**src/alle_pkg.sv**
```systemverilog
`timescale 1ns / 1ps

package alle_pkg;

  localparam int unsigned PoolDepth = 1024;
  localparam int unsigned DataW     = 32;
  localparam int unsigned AddrW     = $clog2(PoolDepth);
  localparam int unsigned LinkW     = AddrW + 1;

  localparam logic [LinkW-1:0] NullLink = LinkW'(PoolDepth);

  localparam logic [1:0] OpInsert = 2'd0;
  localparam logic [1:0] OpErase  = 2'd1;
  localparam logic [1:0] OpRead   = 2'd2;

  localparam logic [1:0] StOk   = 2'd0;
  localparam logic [1:0] StFull = 2'd1;
  localparam logic [1:0] StBad  = 2'd2;

  typedef struct packed {
    logic             re;
    logic [AddrW-1:0] raddr;
    logic             we;
    logic [AddrW-1:0] waddr;
    logic [LinkW-1:0] wdata;
  } link_req_t;

  typedef struct packed {
    logic             re;
    logic [AddrW-1:0] raddr;
    logic             we;
    logic [AddrW-1:0] waddr;
    logic [DataW-1:0] wdata;
  } val_req_t;

endpackage

```
**src/alle_in_if.sv**
```systemverilog
`timescale 1ns / 1ps

interface alle_in_if;
  logic               valid;
  logic               ready;
  logic        [1:0]  opcode;
  logic        [9:0]  node_addr;
  logic signed [31:0] item_value;

  modport source (output valid, output opcode, output node_addr, output item_value,
                  input ready);
  modport sink (input valid, input opcode, input node_addr, input item_value,
                output ready);
endinterface

```
**src/alle_out_if.sv**
```systemverilog
`timescale 1ns / 1ps

interface alle_out_if;
  logic               valid;
  logic               ready;
  logic        [1:0]  status;
  logic        [9:0]  new_node;
  logic signed [31:0] read_value;
  logic        [9:0]  next_node;
  logic               next_is_null;
  logic        [9:0]  prev_node;

  modport source (output valid, output status, output new_node, output read_value,
                  output next_node, output next_is_null, output prev_node,
                  input ready);
  modport sink (input valid, input status, input new_node, input read_value,
                input next_node, input next_is_null, input prev_node,
                output ready);
endinterface

```
**src/alle_ctrl.sv**
```systemverilog
`timescale 1ns / 1ps

module alle_ctrl (
  input  logic                          clk_i,
  input  logic                          rst_ni,
  alle_in_if.sink                       in_i,
  alle_out_if.source                    out_o,
  output alle_pkg::link_req_t           next_req_o,
  output alle_pkg::link_req_t           prev_req_o,
  output alle_pkg::val_req_t            val_req_o,
  input  logic [alle_pkg::LinkW-1:0]    next_rdata_i,
  input  logic [alle_pkg::LinkW-1:0]    prev_rdata_i,
  input  logic [alle_pkg::DataW-1:0]    val_rdata_i
);

  localparam logic [1:0] SIdle = 2'd0;
  localparam logic [1:0] SLink = 2'd1;
  localparam logic [1:0] SFix  = 2'd2;

  logic [1:0]                 state_q, state_d;
  logic [1:0]                 op_q;
  logic [alle_pkg::AddrW-1:0] addr_q;
  logic [alle_pkg::DataW-1:0] val_q;
  logic [1:0]                 st_q, st_d;
  logic [alle_pkg::LinkW-1:0] alloc_q, alloc_d;
  logic [alle_pkg::LinkW-1:0] succ_q;
  logic                       head_wr_q;

  logic                       out_valid_q;
  logic [1:0]                 o_status_q, o_status_d;
  logic [9:0]                 o_new_q, o_new_d;
  logic [31:0]                o_val_q, o_val_d;
  logic [9:0]                 o_next_q, o_next_d;
  logic                       o_null_q, o_null_d;
  logic [9:0]                 o_prev_q, o_prev_d;

  logic                       accept;
  logic                       out_free;
  logic                       finish;
  logic [alle_pkg::LinkW-1:0] next_rd;
  logic                       next_ok, prev_ok, succ_ok;
  logic [alle_pkg::AddrW-1:0] fresh;
  logic [alle_pkg::LinkW-1:0] in_addr_ext;

  assign in_i.ready  = (state_q == SIdle);
  assign accept      = in_i.valid && in_i.ready;
  assign out_free    = !out_valid_q || out_o.ready;
  assign fresh       = alloc_q[alle_pkg::AddrW-1:0];
  assign in_addr_ext = alle_pkg::LinkW'(in_i.node_addr);

  // head next link reads null until first written
  assign next_rd = (addr_q == '0 && !head_wr_q) ? alle_pkg::NullLink : next_rdata_i;
  assign next_ok = next_rd < alle_pkg::NullLink;
  assign prev_ok = prev_rdata_i < alle_pkg::NullLink;
  assign succ_ok = succ_q < alle_pkg::NullLink;

  always_comb begin
    st_d = alle_pkg::StBad;
    case (in_i.opcode)
      alle_pkg::OpInsert: begin
        if (in_addr_ext >= alloc_q) begin
          st_d = alle_pkg::StBad;
        end else if (alloc_q >= alle_pkg::NullLink) begin
          st_d = alle_pkg::StFull;
        end else begin
          st_d = alle_pkg::StOk;
        end
      end
      alle_pkg::OpErase, alle_pkg::OpRead: begin
        if (in_i.node_addr == '0 || in_addr_ext >= alloc_q) begin
          st_d = alle_pkg::StBad;
        end else begin
          st_d = alle_pkg::StOk;
        end
      end
      default: st_d = alle_pkg::StBad;
    endcase
  end

  always_comb begin
    state_d    = state_q;
    alloc_d    = alloc_q;
    finish     = 1'b0;
    o_status_d = st_q;
    o_new_d    = '0;
    o_val_d    = '0;
    o_next_d   = '0;
    o_null_d   = 1'b0;
    o_prev_d   = '0;

    next_req_o.re    = accept;
    next_req_o.raddr = in_i.node_addr;
    next_req_o.we    = 1'b0;
    next_req_o.waddr = '0;
    next_req_o.wdata = '0;
    prev_req_o.re    = accept;
    prev_req_o.raddr = in_i.node_addr;
    prev_req_o.we    = 1'b0;
    prev_req_o.waddr = '0;
    prev_req_o.wdata = '0;
    val_req_o.re     = accept;
    val_req_o.raddr  = in_i.node_addr;
    val_req_o.we     = 1'b0;
    val_req_o.waddr  = fresh;
    val_req_o.wdata  = val_q;

    case (state_q)
      SIdle: begin
        if (accept) begin
          state_d = SLink;
        end
      end
      SLink: begin
        if (op_q == alle_pkg::OpInsert && st_q == alle_pkg::StOk) begin
          next_req_o.we    = 1'b1;
          next_req_o.waddr = addr_q;
          next_req_o.wdata = alle_pkg::LinkW'(fresh);
          prev_req_o.we    = 1'b1;
          prev_req_o.waddr = fresh;
          prev_req_o.wdata = alle_pkg::LinkW'(addr_q);
          val_req_o.we     = 1'b1;
          state_d          = SFix;
        end else if (out_free) begin
          finish = 1'b1;
          if (st_q == alle_pkg::StOk && op_q == alle_pkg::OpErase) begin
            next_req_o.we    = prev_ok;
            next_req_o.waddr = prev_rdata_i[alle_pkg::AddrW-1:0];
            next_req_o.wdata = next_rd;
            prev_req_o.we    = next_ok;
            prev_req_o.waddr = next_rd[alle_pkg::AddrW-1:0];
            prev_req_o.wdata = prev_rdata_i;
          end
          if (st_q == alle_pkg::StOk && op_q == alle_pkg::OpRead) begin
            o_val_d  = 32'(val_rdata_i);
            o_next_d = next_ok ? 10'(next_rd[alle_pkg::AddrW-1:0]) : '0;
            o_null_d = !next_ok;
            o_prev_d = prev_ok ? 10'(prev_rdata_i[alle_pkg::AddrW-1:0]) : '0;
          end
          state_d = SIdle;
        end
      end
      SFix: begin
        if (out_free) begin
          finish           = 1'b1;
          next_req_o.we    = 1'b1;
          next_req_o.waddr = fresh;
          next_req_o.wdata = succ_q;
          prev_req_o.we    = succ_ok;
          prev_req_o.waddr = succ_q[alle_pkg::AddrW-1:0];
          prev_req_o.wdata = alloc_q;
          alloc_d          = alloc_q + 1'b1;
          o_new_d          = 10'(fresh);
          state_d          = SIdle;
        end
      end
      default: state_d = SIdle;
    endcase
  end

  always_ff @(posedge clk_i or negedge rst_ni) begin
    if (!rst_ni) begin
      state_q     <= SIdle;
      alloc_q     <= alle_pkg::LinkW'(1);
      head_wr_q   <= 1'b0;
      out_valid_q <= 1'b0;
    end else begin
      state_q <= state_d;
      alloc_q <= alloc_d;
      if (next_req_o.we && next_req_o.waddr == '0) begin
        head_wr_q <= 1'b1;
      end
      if (finish) begin
        out_valid_q <= 1'b1;
      end else if (out_o.ready) begin
        out_valid_q <= 1'b0;
      end
    end
  end

  always_ff @(posedge clk_i) begin
    if (accept) begin
      op_q   <= in_i.opcode;
      addr_q <= in_i.node_addr;
      val_q  <= in_i.item_value[alle_pkg::DataW-1:0];
      st_q   <= st_d;
    end
    if (state_q == SLink) begin
      succ_q <= next_rd;
    end
    if (finish) begin
      o_status_q <= o_status_d;
      o_new_q    <= o_new_d;
      o_val_q    <= o_val_d;
      o_next_q   <= o_next_d;
      o_null_q   <= o_null_d;
      o_prev_q   <= o_prev_d;
    end
  end

  assign out_o.valid        = out_valid_q;
  assign out_o.status       = o_status_q;
  assign out_o.new_node     = o_new_q;
  assign out_o.read_value   = o_val_q;
  assign out_o.next_node    = o_next_q;
  assign out_o.next_is_null = o_null_q;
  assign out_o.prev_node    = o_prev_q;

endmodule

```
**src/flat_wrapper.sv**
```systemverilog
// flat-port wrapper written by rule: the top's interface ports become plain ports
module alle_ctrl_flat 
  (clk_i, rst_ni, next_req_o, prev_req_o, val_req_o, next_rdata_i, prev_rdata_i, val_rdata_i, in_i_valid, in_i_opcode, in_i_node_addr, in_i_item_value, in_i_ready, out_o_valid, out_o_status, out_o_new_node, out_o_read_value, out_o_next_node, out_o_next_is_null, out_o_prev_node, out_o_ready);
  alle_in_if in_i_i ();
  alle_out_if out_o_i ();
  input  logic clk_i;
  input  logic rst_ni;
  output alle_pkg::link_req_t next_req_o;
  output alle_pkg::link_req_t prev_req_o;
  output alle_pkg::val_req_t val_req_o;
  input  logic [alle_pkg::LinkW-1:0] next_rdata_i;
  input  logic [alle_pkg::LinkW-1:0] prev_rdata_i;
  input  logic [alle_pkg::DataW-1:0] val_rdata_i;
  input wire logic [$bits(in_i_i.valid)-1:0] in_i_valid;
  input wire logic [$bits(in_i_i.opcode)-1:0] in_i_opcode;
  input wire logic [$bits(in_i_i.node_addr)-1:0] in_i_node_addr;
  input wire logic [$bits(in_i_i.item_value)-1:0] in_i_item_value;
  output wire logic [$bits(in_i_i.ready)-1:0] in_i_ready;
  output wire logic [$bits(out_o_i.valid)-1:0] out_o_valid;
  output wire logic [$bits(out_o_i.status)-1:0] out_o_status;
  output wire logic [$bits(out_o_i.new_node)-1:0] out_o_new_node;
  output wire logic [$bits(out_o_i.read_value)-1:0] out_o_read_value;
  output wire logic [$bits(out_o_i.next_node)-1:0] out_o_next_node;
  output wire logic [$bits(out_o_i.next_is_null)-1:0] out_o_next_is_null;
  output wire logic [$bits(out_o_i.prev_node)-1:0] out_o_prev_node;
  input wire logic [$bits(out_o_i.ready)-1:0] out_o_ready;
  assign in_i_i.valid = in_i_valid;
  assign in_i_i.opcode = in_i_opcode;
  assign in_i_i.node_addr = in_i_node_addr;
  assign in_i_i.item_value = in_i_item_value;
  assign in_i_ready = in_i_i.ready;
  assign out_o_valid = out_o_i.valid;
  assign out_o_status = out_o_i.status;
  assign out_o_new_node = out_o_i.new_node;
  assign out_o_read_value = out_o_i.read_value;
  assign out_o_next_node = out_o_i.next_node;
  assign out_o_next_is_null = out_o_i.next_is_null;
  assign out_o_prev_node = out_o_i.prev_node;
  assign out_o_i.ready = out_o_ready;
  alle_ctrl u_core (.clk_i(clk_i), .rst_ni(rst_ni), .in_i(in_i_i), .out_o(out_o_i), .next_req_o(next_req_o), .prev_req_o(prev_req_o), .val_req_o(val_req_o), .next_rdata_i(next_rdata_i), .prev_rdata_i(prev_rdata_i), .val_rdata_i(val_rdata_i));
endmodule
```
**config.mk**
```make
export PLATFORM = sky130hd
export DESIGN_NAME = alle_ctrl_flat
export DESIGN_NICKNAME = d
export VERILOG_FILES = /design/src/alle_pkg.sv /design/src/alle_in_if.sv /design/src/alle_out_if.sv /design/src/alle_ctrl.sv /design/src/flat_wrapper.sv
export SDC_FILE = /design/constraint.sdc
export NUM_CORES = 1
export LEC_CHECK = 0
export BUFFER_PORTS_ARGS = -buffer_cell sky130_fd_sc_hd__buf_2
export CAP_MARGIN = 5
export CORE_AREA = 10 10 145 147
export DETAILED_ROUTE_END_ITERATION = 10
export DIE_AREA = 0 0 155 157
export PLACE_DENSITY_LB_ADDON = 0.2
export SYNTH_ARGS = -nofsm -noshare
export SYNTH_HDL_FRONTEND = slang
export SYNTH_SLANG_ARGS = --single-unit
```
**constraint.sdc**
```tcl
create_clock -name clk_i -period 3.3 [get_ports clk_i]
set_input_delay 0.495 -clock clk_i [delete_from_list [all_inputs] [get_ports clk_i]]
set_output_delay 0.495 -clock clk_i [all_outputs]
set_load 0.02 [all_outputs]
```
==> out/qor.csv <==
metric,value,unit
Worst slew margin,51.8,%
largest net degree at the start of global routing,66,
max_cap viols,0,
Final Hold Viols,0,
actual slew at the worst max-slew pin,722,ps
Die X-Extent,155,um
nets,818,
synth unique cells,43,
FF-to-FF setup slack,970,ps
drt pass-1 iters,5,
Root Driver,clkbuf_16,
Residual DRC,0,
Port Buffer Count,288,
Hold Crit Depth,1,
status,"finished, final reports clean",
TritonCTS buffer count,17,
worst hold path class,in2reg,
"antenna viol nets, final",0,
Initial Utilization,33.9,%
"FF+latch count, synth",137,
Clock Pin Slew Worst Setup and Hold Paths,60,ps
GRT Total Usage,15.9,%
Yosys warnings,0,
drt wl/cell,21.1,um
"most common cell after layout, fill and taps aside",buf_2,
first-pass GRT wire length,29500,um
CTS tree,built,
FP Rows,50,
vias per cell,4.76,
DP Wirelength,15800,um
Post-Syn Area per Cell,13.5,um2
H-tree levels,4,
fin crit period,3100,ps
min-delay src,in_i_item_value[0],
Worst R2R Start,u_core.state_q[1],
clock insertion delay at the later pin of the skew report,410,ps
Finish-stage setup viols,0,
peak supply drop,0.338,mV
syn nets,581,
clk sinks,137,
synthesized area,6220,um2
Pleak,0.00356,uW
top post-synthesis cells by area,"edfxtp_1 59%, buf_4 7.7%, and2_1 6.5%, dfrtp_1 5.6%, ha_1 3.6%",
share of cells above drive strength 1,47.3,%
Ports,289,
Syn-to-layout area delta,29.3,%
Final Wtd Congestion,0.839,
worst path required time,2800,ps
Crit path arrival time,2610,ps
Hold Path Sink,u_core.val_q[0],
DIE AREA,24300,um2
Syn Inst Count,461,
Die Y,157,um
# fillers,1811,
initial drt markers,306,
number of global-route vias before repair,4977,
worst hold slack,256,ps
Vias,4507,
r2r endpoint,u_core.out_o.next_node[0],
max-slew violation count,0,
post-synth top area cell,edfxtp_1,
Pwr Density,738,nW/um2
Peak Freq,322,MHz
Synth top area share,58.9,%
initial antenna violation count,1,
grt ovf,0,
skew final,10.9,ps
most frequent cells in the layout,"288 x buf_2, 122 x edfxtp_1, 64 x and2_1, 26 x nor2_1",
setup_tns,0,ps
"Seq/Total Area, Yosys",65.0,%
RSZ-0062 raised after global routing,no,
Max Root-Sink Buffers,2,
Final Routed Wirelength,19900,um
final critical-path share of the clock period,94.0,%
CORE AREA,18300,um2
CP Class,reg2out,
crit-path max FO,6,
Reg2Reg Depth,7,
CP startpoint kind,flop,
Setup crit end kind,output port,
## metal layers
metal,vias up,wire length (um),track usage [%]
met3,22,1490,5.21
met1,2196,7880,18.0
met2,202,10200,27.1
met5,-,0,0
met4,0,401,5.98
li1,2087,-,-
## area by class of cell
cell class | instances | area, um2 | area share, %
Sequential cell | 137 | 4040 | 50.3
Multi-Input combinational cell | 227 | 1560 | 19.4
Timing Repair Buffer | 296 | 1520 | 18.9
Clock buffer | 17 | 425 | 5.29
Tap cell | 234 | 293 | 3.64
Clock inverter | 15 | 125 | 1.56
Inverter | 19 | 71.3 | 0.888
Antenna cell | 1 | 2.50 | 0.0311
## state kept, by name, indices dropped and copies added (netlist names), 10 cells and up
register / flops
u_core.out_o.next_node: 10
u_core.addr_q: 10
u_core.succ_q: 11
u_core.out_o.read_value: 32
u_core.out_o.new_node: 10
u_core.val_q: 32
u_core.alloc_q: 11
u_core.out_o.prev_node: 10
## where the power goes
group	total, uW	internal (uW)	switching [uW]
Sequential	2560	2390	166
Clock	1770	1030	737
Combinational	1600	458	1150
## worst max path at each step
| stage | from | endpoint | slack, ps | depth (start not counted) |
|---|---|---|---|---|
| 4_1_cts | u_core.state_q[0] | next_req_o[4] | 140 | 6 |
| 6_report | u_core.state_q[1] | prev_req_o[3] | 200 | 8 |
| 3_3_place_gp | u_core.state_q[0] | next_req_o[9] | 720 | 6 |
| 2_1_floorplan | u_core.state_q[1] | u_core.out_o.new_node[0] | 150 | 5 |
| 5_1_grt | u_core.state_q[1] | prev_req_o[3] | 0.2 | 8 |
| 3_5_place_dp | u_core.state_q[0] | next_req_o[4] | 600 | 6 |
## kinds of logic after synthesis
| logic type | Yosys count | share of synthesized area (%) |
|---|---|---|
| AOI/OAI and AO/OA | 47 | 6.00 |
| DFF | 137 | 65.0 |
| and+or+nand+nor | 152 | 14.0 |
| xor gates and xnor gates | 10 | 1.41 |
| adders and majority gates | 18 | 3.62 |
| buffers and inverters | 97 | 10.0 |
## repair_timing
action	4_1_cts	5_1_grt
hold buffers	1	0
hold endpoints to repair	14	0
resized for setup	0	2
buffers inserted	0	0
setup endpoints to repair	0	16
## worst max-delay path, stage by stage (launching register included)
cell,delay [ps]
dfrtp_1,410
inv_1,100
ha_1,160
nor3b_2,250
nor3b_2,430
buf_4,210
a21oi_1,70
a21oi_1,320
buf_2,250
## metrics by stage
| step | cell area, um2 | util, % | worst slack (ps) | cells | total power (uW) |
|---|---|---|---|---|---|
| 2_1_floorplan | 6220 | - | 147 | 461 | 3610 |
| 3_3_place_gp | 7470 | 40.7 | 724 | 912 | 4200 |
| 6_report | 8040 | 43.8 | 197 | 946 | 5930 |
| 3_5_place_dp | 7470 | 40.7 | 599 | 912 | 4230 |
| 4_1_cts | 8030 | 43.8 | 141 | 945 | 6020 |
| 5_1_grt | 8040 | 43.8 | 0.249 | 946 | 6230 |
## cell usage after synthesis, drive strengths merged
| cell | number |
|---|---|
| edfxtp | 122 |
| buf | 69 |
| and2 | 66 |
| nor2 | 26 |
| inv | 19 |
| ha | 18 |
| dfrtp | 14 |
| and3 | 13 |
| a222oi | 11 |
| nand2 | 11 |
| xnor2 | 10 |
| a21oi | 9 |
| clkbuf | 9 |
| a221oi | 7 |
| nand3 | 7 |
| nor3 | 6 |
| nor2b | 5 |
| nand2b | 4 |
| nor4 | 4 |
| a21o | 3 |
| nand4 | 3 |
| o21ai | 3 |
| o41ai | 3 |
| a22oi | 2 |
| a31oi | 2 |
| nor3b | 2 |
| o21a | 2 |
| or2 | 2 |
| a211oi | 1 |
| and4b | 1 |
| dfstp | 1 |
| nor4b | 1 |
| o221a | 1 |
| o22ai | 1 |
| o311ai | 1 |
| o31a | 1 |
| or4 | 1 |
No activity file was read; power rests on OpenSTA's default activity.
